## config.mk

```make
export PLATFORM = sky130hd
export DESIGN_NAME = rgba_fade_sequencer_top
export DESIGN_NICKNAME = d
export VERILOG_FILES = /design/src/hw/rtl/rgba_fs_pkg.sv /design/src/hw/rtl/rgba_fade_sequencer_top.sv
export VERILOG_INCLUDE_DIRS = /design/src /design/src/hw/rtl
export SDC_FILE = /design/constraint.sdc
export NUM_CORES = 1
export LEC_CHECK = 0
export ABC_AREA = 1
export BUFFER_PORTS_ARGS = -buffer_cell sky130_fd_sc_hd__buf_2
export CORE_MARGIN = 4
export CORE_UTILIZATION = 61
export DETAILED_ROUTE_END_ITERATION = 10
export PLACE_DENSITY = 0.87
export SLEW_MARGIN = 20
export SYNTH_ARGS = -nofsm -noshare
export SYNTH_HDL_FRONTEND = slang
export SYNTH_SLANG_ARGS = --single-unit
```

## constraint.sdc

```tcl
create_clock -name clk -period 4 [get_ports clk]
set_input_delay 0.8 -clock clk [delete_from_list [all_inputs] [get_ports clk]]
set_output_delay 0.8 -clock clk [all_outputs]
set_load 0.01 [all_outputs]
```

## src/hw/rtl/assert_macros.svh

```systemverilog
// Assertion macros shared by the RTL; empty when synthesising.
`ifndef ASSERT_MACROS_SVH
`define ASSERT_MACROS_SVH

`ifndef SYNTHESIS

// Property checked on every rising clock edge outside reset.
`define ASSERT_CLK(lbl, clk, rstn, prop) \
    lbl: assert property (@(posedge clk) disable iff (!rstn) prop) \
        else $error("assertion failed");

// Expression that must never be true outside reset.
`define ASSERT_NEVER(lbl, clk, rstn, expr) \
    lbl: assert property (@(posedge clk) disable iff (!rstn) !(expr)) \
        else $error("forbidden condition seen");

`else

`define ASSERT_CLK(lbl, clk, rstn, prop)
`define ASSERT_NEVER(lbl, clk, rstn, expr)

`endif

`endif

```

## src/hw/rtl/rgba_fs_pkg.sv

```systemverilog
// Package for the RGBA fade sequencer: codes, bounds and saturating step helpers.
package rgba_fs_pkg;

    typedef logic [7:0] chan_t;
    typedef logic [8:0] delta_t;
    typedef logic [4:0] step_t;

    localparam logic OP_START = 1'b0;
    localparam logic OP_TICK  = 1'b1;

    localparam logic [1:0] PHASE_MORNING   = 2'd0;
    localparam logic [1:0] PHASE_AFTERNOON = 2'd1;
    localparam logic [1:0] PHASE_EVENING   = 2'd2;
    localparam logic [1:0] PHASE_NIGHT     = 2'd3;

    localparam chan_t CHAN_MAX       = 8'd255;
    localparam chan_t CHAN_MIN       = 8'd0;
    localparam chan_t MORNING_ALPHA  = 8'd15;
    localparam chan_t AFTERNOON_ALPHA = 8'd25;
    localparam chan_t EVENING_ALPHA  = 8'd50;
    localparam chan_t EVENING_GREEN  = 8'd128;
    localparam chan_t NIGHT_ALPHA    = 8'd150;

    localparam step_t STEP_RESET = 5'd1;

    // v + d, clipped at cap
    function automatic chan_t sat_up(chan_t v, delta_t d, chan_t cap);
        logic [9:0] sum;
        sum = {2'b00, v} + {1'b0, d};
        if (sum > {2'b00, cap})
            return cap;
        return sum[7:0];
    endfunction

    // v - d, clipped at floor_v
    function automatic chan_t sat_down(chan_t v, delta_t d, chan_t floor_v);
        logic [9:0] lim;
        lim = {2'b00, floor_v} + {1'b0, d};
        if ({2'b00, v} < lim)
            return floor_v;
        return v - d[7:0];
    endfunction

endpackage

```

## src/hw/rtl/rgba_fade_sequencer_top.sv

```systemverilog
// RGBA fade sequencer: start/tick requests stepping a tint through four phases.
// A request is held in the input stage registers; its result is registered in the result stage when that loads.
// Throughput: one request per cycle unless out_stall holds the result stage; the colour/phase/running
// state updates in the same cycle the result register loads, so back-to-back ticks see fresh state.
// Reset: levels, phase and running clear to zero, step size to 1, both stages empty.
`include "assert_macros.svh"

module rgba_fade_sequencer_top
    import rgba_fs_pkg::*;
(
    input  logic       clk,
    input  logic       rst_n,

    input  logic       step_size_we,
    input  logic [4:0] step_size,

    input  logic       in_valid,
    output logic       in_stall,
    input  logic       op,
    input  logic [1:0] target_phase,
    input  logic [7:0] in_red,
    input  logic [7:0] in_green,
    input  logic [7:0] in_blue,
    input  logic [7:0] in_alpha,

    output logic       out_valid,
    input  logic       out_stall,
    output logic [7:0] out_red,
    output logic [7:0] out_green,
    output logic [7:0] out_blue,
    output logic [7:0] out_alpha,
    output logic       color_written,
    output logic       active,
    output logic       finished
);

    step_t      step_reg;

    // input stage
    logic       s1_valid_reg;
    logic       op_reg;
    logic [1:0] tphase_reg;
    chan_t      in_red_reg, in_green_reg, in_blue_reg, in_alpha_reg;

    // sequencer state
    chan_t      red_reg, green_reg, blue_reg, alpha_reg;
    logic [1:0] phase_reg;
    logic       running_reg;

    chan_t      red_next, green_next, blue_next, alpha_next;
    logic [1:0] phase_next;
    logic       running_next;
    logic       written_next, finished_next;

    // result stage
    logic       out_valid_reg;
    logic       written_reg, finished_reg;

    logic       in_accept;
    logic       s2_load;
    logic       done;
    delta_t     d1, d3, d6, d10;

    assign s2_load   = s1_valid_reg && (!out_valid_reg || !out_stall);
    assign in_stall  = s1_valid_reg && !s2_load;
    assign in_accept = in_valid && !in_stall;

    assign d1  = {4'b0000, step_reg};
    assign d3  = delta_t'({4'b0000, step_reg} * 9'd3);
    assign d6  = delta_t'({4'b0000, step_reg} * 9'd6);
    assign d10 = delta_t'({4'b0000, step_reg} * 9'd10);

    always_comb
    begin
        red_next      = red_reg;
        green_next    = green_reg;
        blue_next     = blue_reg;
        alpha_next    = alpha_reg;
        phase_next    = phase_reg;
        running_next  = running_reg;
        written_next  = 1'b0;
        finished_next = 1'b0;
        done          = 1'b0;

        if (op_reg == OP_START)
        begin
            phase_next   = tphase_reg;
            red_next     = in_red_reg;
            green_next   = in_green_reg;
            blue_next    = in_blue_reg;
            alpha_next   = in_alpha_reg;
            running_next = 1'b1;
        end
        else if (running_reg)
        begin
            // all compares use the levels from before this tick
            case (phase_reg)
                PHASE_MORNING:
                begin
                    if (alpha_reg > MORNING_ALPHA)
                        alpha_next = sat_down(alpha_reg, d1, MORNING_ALPHA);
                    if (blue_reg < CHAN_MAX)
                        blue_next = sat_up(blue_reg, d1, CHAN_MAX);
                    else
                        done = 1'b1;
                end
                PHASE_AFTERNOON:
                begin
                    if (alpha_reg < AFTERNOON_ALPHA)
                        alpha_next = sat_up(alpha_reg, d10, AFTERNOON_ALPHA);
                    // of green, blue and red, only the first unmet channel moves
                    if (green_reg < CHAN_MAX)
                        green_next = sat_up(green_reg, d10, CHAN_MAX);
                    else if (blue_reg > CHAN_MIN)
                        blue_next = sat_down(blue_reg, d10, CHAN_MIN);
                    else if (red_reg < CHAN_MAX)
                        red_next = sat_up(red_reg, d10, CHAN_MAX);
                    else
                        done = 1'b1;
                end
                PHASE_EVENING:
                begin
                    if (alpha_reg < EVENING_ALPHA)
                        alpha_next = sat_up(alpha_reg, d1, EVENING_ALPHA);
                    if (green_reg > EVENING_GREEN)
                        green_next = sat_down(green_reg, d1, EVENING_GREEN);
                    else
                        done = 1'b1;
                end
                default:
                begin
                    if (alpha_reg < NIGHT_ALPHA)
                        alpha_next = sat_up(alpha_reg, d1, NIGHT_ALPHA);
                    if (red_reg != CHAN_MIN)
                        red_next = sat_down(red_reg, d6, CHAN_MIN);
                    if (green_reg != CHAN_MIN)
                        green_next = sat_down(green_reg, d3, CHAN_MIN);
                    done = (alpha_reg >= NIGHT_ALPHA) && (red_reg == CHAN_MIN)
                           && (green_reg == CHAN_MIN);
                end
            endcase

            if (done)
            begin
                running_next  = 1'b0;
                finished_next = 1'b1;
            end
            else
                written_next = 1'b1;
        end
    end

    always_ff @(posedge clk or negedge rst_n)
    begin
        if (!rst_n)
        begin
            step_reg      <= STEP_RESET;
            s1_valid_reg  <= 1'b0;
            out_valid_reg <= 1'b0;
            red_reg       <= CHAN_MIN;
            green_reg     <= CHAN_MIN;
            blue_reg      <= CHAN_MIN;
            alpha_reg     <= CHAN_MIN;
            phase_reg     <= PHASE_MORNING;
            running_reg   <= 1'b0;
        end
        else
        begin
            if (step_size_we)
                step_reg <= step_size;

            if (in_accept)
                s1_valid_reg <= 1'b1;
            else if (s2_load)
                s1_valid_reg <= 1'b0;

            if (s2_load)
            begin
                out_valid_reg <= 1'b1;
                red_reg       <= red_next;
                green_reg     <= green_next;
                blue_reg      <= blue_next;
                alpha_reg     <= alpha_next;
                phase_reg     <= phase_next;
                running_reg   <= running_next;
            end
            else if (!out_stall)
                out_valid_reg <= 1'b0;
        end
    end

    // payload registers
    always_ff @(posedge clk)
    begin
        if (in_accept)
        begin
            op_reg       <= op;
            tphase_reg   <= target_phase;
            in_red_reg   <= in_red;
            in_green_reg <= in_green;
            in_blue_reg  <= in_blue;
            in_alpha_reg <= in_alpha;
        end
        if (s2_load)
        begin
            written_reg  <= written_next;
            finished_reg <= finished_next;
        end
    end

    assign out_valid     = out_valid_reg;
    assign out_red       = red_reg;
    assign out_green     = green_reg;
    assign out_blue      = blue_reg;
    assign out_alpha     = alpha_reg;
    assign color_written = written_reg;
    assign active        = running_reg;
    assign finished      = finished_reg;

    `ASSERT_NEVER(a_fin_and_written, clk, rst_n, out_valid_reg && finished_reg && written_reg)
    `ASSERT_NEVER(a_fin_while_active, clk, rst_n, out_valid_reg && finished_reg && running_reg)
    `ASSERT_CLK(a_idle_tick_quiet, clk, rst_n, (s2_load && op_reg == OP_TICK && !running_reg) |=> (!written_reg && !finished_reg && !running_reg))

endmodule

```

# After elaboration in Yosys (flattened, before gate mapping)
# Cells that the tools add are included.
[word_totals]
ff_bits = 79
wordCells = 220
[op_classes]
bitwise_logic = 1
multipliers = 3
add_sub_neg = 12
magnitude_cmp = 21
n_eq_ne = 20
n_reduce_logical = 24
muxes = 122
[op_table]
columns = ["op", "count"]
rows = [
  ["two-way mux 8 bit", 44],
  ["two-way mux 1 bit", 73],
  ["case mux 8 bit (3 select lines)", 2],
  ["less-than comparator 8 bit (second input constant)", 4],
  ["case mux 8 bit (2 select lines)", 2],
  ["adder 8 x 9 -> 10 bit", 3],
  ["inequality test 3 bit (second input constant)", 10],
  ["> comparator 10 x 8 -> 1 bit (second input constant)", 2],
  ["adder 8 x 5 -> 9 bit", 2],
  ["> comparator 9 x 8 -> 1 bit (second input constant)", 2],
  ["less-than comparator 8 x 9 -> 1 bit", 2],
  ["AND reduction 6 bit", 3],
  ["zero test 8 bit", 2],
  ["nonzero test 8 bit", 2],
  ["subtractor 8 x 5 -> 8 bit", 2],
  ["subtractor 8 bit", 2],
  ["multiplier 5 x 2 -> 7 bit (second input constant)", 2],
  ["> comparator 10 x 5 -> 1 bit (second input constant)", 1],
  ["> comparator 10 x 6 -> 1 bit (second input constant)", 1],
  ["adder 8 x 5 -> 9 bit (first input constant)", 1],
  ["greater-or-equal comparator 8 bit (second input constant)", 1],
  ["> comparator 8 x 1 -> 1 bit (second input constant)", 1],
  ["> comparator 8 x 4 -> 1 bit (second input constant)", 1],
  ["> comparator 8 bit (second input constant)", 1],
  ["other kinds (26)", 37],
]

# Longest topological paths before layout
[logic_depth]
word_depth = 17
mapped_depth = 21
ltp_nobuf = 21

# Worst setup path after synthesis
# No wires, ideal clock.
[synth_path]
path_kind = "register -> register"
from = "reg step_reg[1]"
to = "reg alpha_reg[3] (netlist: out_alpha[3])"
slack_ns = 0.633
arrival_time_ns = 3.244
period_less_slack_ns = 3.367
path_buffers = 0
stages_incl_launch_ff = 20
path_cell_list = "dfrtp_1 > ha_1 > ha_1 > fa_1 > xor2_1 > ha_1 > nand2_1 > inv_1 > a21oi_1 > nand2_1 > nand2_1 > nand3_1 > nor2_2 > nand2_1 > nand2_1 > nand2_1 > nor2_1 > nand2_1 > nand2_1 > a21oi_1"
[synth_via]
elab_chain_len = 13
word_cells_on_any_way = 40
classes_between = "4 x add/sub; 1 x mul; 4 x order compare; 31 x mux"
[synth_lines]
columns = ["element", "line_no", "text"]
rows = [
  ["start, declared", "rgba_fade_sequencer_top.sv:37", "step_t step_reg;"],
  ["start signal, assigned", "rgba_fade_sequencer_top.sv:170", "step_reg <= step_size;"],
  ["multiplier 5 x 3 -> 8 bit", "rgba_fade_sequencer_top.sv:71", "assign d10 = delta_t'({4'b0000, step_reg} * 9'd10);"],
  ["adder 8 x 9 -> 10 bit", "rgba_fs_pkg.sv:29", "sum = {2'b00, v} + {1'b0, d};"],
  ["> comparator 10 x 5 -> 1 bit", "rgba_fs_pkg.sv:30", "if (sum > {2'b00, cap})"],
  ["two-way mux 1 bit", "rgba_fs_pkg.sv:30", ""],
  ["two-way mux 1 bit", "rgba_fade_sequencer_top.sv:109", "if (alpha_reg < AFTERNOON_ALPHA)"],
  ["two-way mux 1 bit", "rgba_fade_sequencer_top.sv:97", "case (phase_reg)"],
  ["two-way mux 1 bit", "rgba_fade_sequencer_top.sv:94", "else if (running_reg)"],
  ["two-way mux 1 bit", "rgba_fade_sequencer_top.sv:85", "if (op_reg == OP_START)"],
  ["two-way mux 8 bit", "rgba_fs_pkg.sv:32", "return sum[7:0];"],
  ["two-way mux 8 bit", "rgba_fade_sequencer_top.sv:109", ""],
  ["case mux 8 bit (3 select lines) (*)", "rgba_fade_sequencer_top.sv:97", ""],
  ["two-way mux 8 bit (*)", "rgba_fade_sequencer_top.sv:94", ""],
  ["two-way mux 8 bit (*)", "rgba_fade_sequencer_top.sv:85", ""],
  ["end signal, assigned", "rgba_fade_sequencer_top.sv:183", "alpha_reg <= alpha_next;"],
  ["end, declared", "rgba_fade_sequencer_top.sv:46", "chan_t red_reg, green_reg, blue_reg, alpha_reg;"],
]
# Mark *: on every way between the ends. The rest lies on a longest branch, timed or not. The select of a mux whose other input is x is not followed.
# A chain may end at the register's enable or synchronous reset.

# Final worst setup path
[layout_path]
from = "reg step_reg[3]"
to = "reg alpha_reg[3] (netlist: out_alpha[3])"
# The elaborated chain is that of the path after synthesis.

==> out/qor.yml <==
p_int_uw: 3170
insertion_delay_ps: 340
crit_arrival_ps: 3860
setup_violations: 0
cts_tree: "built"
maxSlewViolCount: 0
cts_resized: 0
synth_enable_flop_cells: 37
dieArea_um2: 14400
finalSetupTns_ps: 0
crit_type: "reg2reg"
fmax_mhz: 275
period_share_pct: 90.9
core_area_um2: 12100
pwr-share-seq_pct: 23.0
syn_to_final_growth_pct: 11.1
start_util_pct: 63.0
async_flop_share_pct: 53.2
synth_ff_type: "dfrtp_1"
cts_htree_levels: 3
grt_pass1_vias: 7074
relSlewSlack_pct: 53.7
synth_area_per_cell_um2: 7.35
drt_iter0_markers: 690
fill_cells: 978
grt_antenna_before_repair: 0
cts.clk_slew.worst_paths_ps: 60
power_frac_comb_pct: 64.7
rows: 40
vias: 7556
switching_share_pct: 52.7
clock-skew-final_ps: 8.00
switchingPower_uw: 3530
cts_buffer_depth: 2
rsz0062_at_grt: "false"
hold_class: "in2async"
post-cts-setup-buffer-count: 0
numCtsBuffers: 9
worst_pin_slew_ps: 694
root_buffer: "clkbuf_16"
fin_util_pct: 70.0
p_leak_uw: 0.00421
gp_congestion: 0.970
first_pass_iters: 5
io_buffers: 81
ys_ff_latch: 79
antenna_cells: 0
die_y_um: 120
multi_input_area_um2: 4870
clock_sink_count: 79
period_needed_ps: 3630
cp.required_ps: 4220
yosys-top-cells-area: "edfxtp_1, ha_1, dfrtp_1, nand2_1, inv_1"
path_max_fanout: 9
cts_hold_buffers: 0
die_x_um: 120
maxCapViolations: 0
grt_start_max_net_pins: 43
synth_area_leader_cell: "edfxtp_1"
p_per_area_nw_per_um2: 790
yosysMostFrequentCell: "nand2_1"
layout-drive-gt1-share_pct: 13.0
synth_cell_types: 54
synthTopCellsByCount: "nand2_1, inv_1, ha_1"
finalHoldViolations: 0
vdd_drop_max_v: 0.000460
clockPowerShare_pct: 12.4
critPathLaunchType: "flip-flop"
ys_seq_area_share_pct: 28.4
grt_overflow: 0
drc_errors: 0
syn_nets: 1183
syn_area_um2: 7630
hpwl_mm: 16.3
routed_wl_mm: 21.7
drtAntennaViolNets: 0
ff_latch_area_um2: 2160
status: "completed"
synthCells: 1038
num_io_pins: 82
wl_per_cell_um: 16.8
routed_via_density: 5.85
end_kind: "flip-flop"
track_usage_pct: 30.4
synth_top_cell_area_share_pct: 14.6
fin_nets: 1263
grt_pass1_wl_mm: 34.9
yosys_warnings: 0
==> final timing paths <==
path	startpoint	to	slack, ps	cells past startpoint
setup / recovery	step_reg[3]	out_alpha[3]	370	17
hold / removal	rst_n	out_alpha[6]	450	1
setup reg to reg	step_reg[3]	out_alpha[3]	370	17
hold reg to reg	tphase_reg[1]	phase_reg[1]	500	2
max in group asynchronous	rst_n	out_red[3]	3140	1
min in group clk	tphase_reg[1]	phase_reg[1]	500	2
==> routing by layer <==
metal	track usage [%]	vias to the layer above	wire (um)
met5	0	-	0
met4	12.0	0	705
met3	5.61	61	2120
met2	48.0	419	9690
met1	41.5	3431	9160
li1	-	3645	-
==> cells in the final DEF (no fill, tap or decap), types with 7 or more instances in the layout <==
cell       netlist  layout
nand2_2          8       8
xor2_1          25      25
inv_1          115     115
nor2_1          80      80
nand3_1         63      63
nor3_1           9       9
ha_1            88      88
xnor2_1         11      11
dfrtp_1         41      41
o21ai_1         17      17
buf_2            6      80
fa_1            12      12
nand2_1        265     265
buf_4            3       7
nand4_1         35      35
o21ai_0         46      46
a21oi_1         85      85
clkbuf_16        0       9
inv_2           11      11
edfxtp_1        37      37
a31oi_1         11      11
==> worst max-delay path, cell delays in order (launching register included) <==
cell     delay [ps]
dfrtp_1         510
ha_1            350
ha_1            230
fa_1            420
xor2_1          480
ha_1            370
a21oi_1         250
nor2_1           90
nand2_1          60
nand3_1          80
nor2_2          170
nand2_1         110
nand2_1          90
nand2_1          50
nor2_1           90
nand2_1          50
nand2_1          60
a21oi_1          60
==> power groups by stage <==
stage / Combinational [uW] / Clock (uW) / Sequential (uW)
after floorplan: 3240 / 0 / 1430
after global placement: 4120 / 0 / 1520
after detailed placement: 4190 / 0 / 1530
after CTS: 4250 / 828 / 1520
after global routing: 4870 / 873 / 1560
final: 4330 / 829 / 1540
==> layout make-up <==
class / instances / share of cell area, %
Clock inverter: 4 / 0.531
Inverter: 129 / 5.73
Multi-Input combinational cell: 812 / 57.5
Tap cell: 168 / 2.48
Timing Repair Buffer: 87 / 5.34
Clock buffer: 12 / 2.91
Sequential cell: 79 / 25.5
==> cell families after synthesis <==
kind of cell | Yosys count | synth area share [%]
adder cells (fa/ha/maj) | 100 | 17.6
buffers and inverters | 147 | 7.79
XOR/XNOR | 36 | 4.13
AO/OA/AOI/OAI | 188 | 13.9
flip-flops | 79 | 28.4
AND/OR/NAND/NOR | 488 | 28.3
==> metrics by stage <==
stage | power (uW) | setup slack, ps | hold WS [ps] | cells | area [um^2]
2_1_floorplan | 4670 | 633 | 465 | 1038 | 7630
3_3_place_gp | 5640 | 597 | 484 | 1275 | 8180
3_5_place_dp | 5720 | 443 | 488 | 1275 | 8180
4_1_cts | 6600 | 412 | 502 | 1291 | 8470
5_1_grt | 7300 | 87.2 | 502 | 1291 | 8480
6_report | 6700 | 366 | 454 | 1291 | 8480
Power figures use the tool's default switching activity.
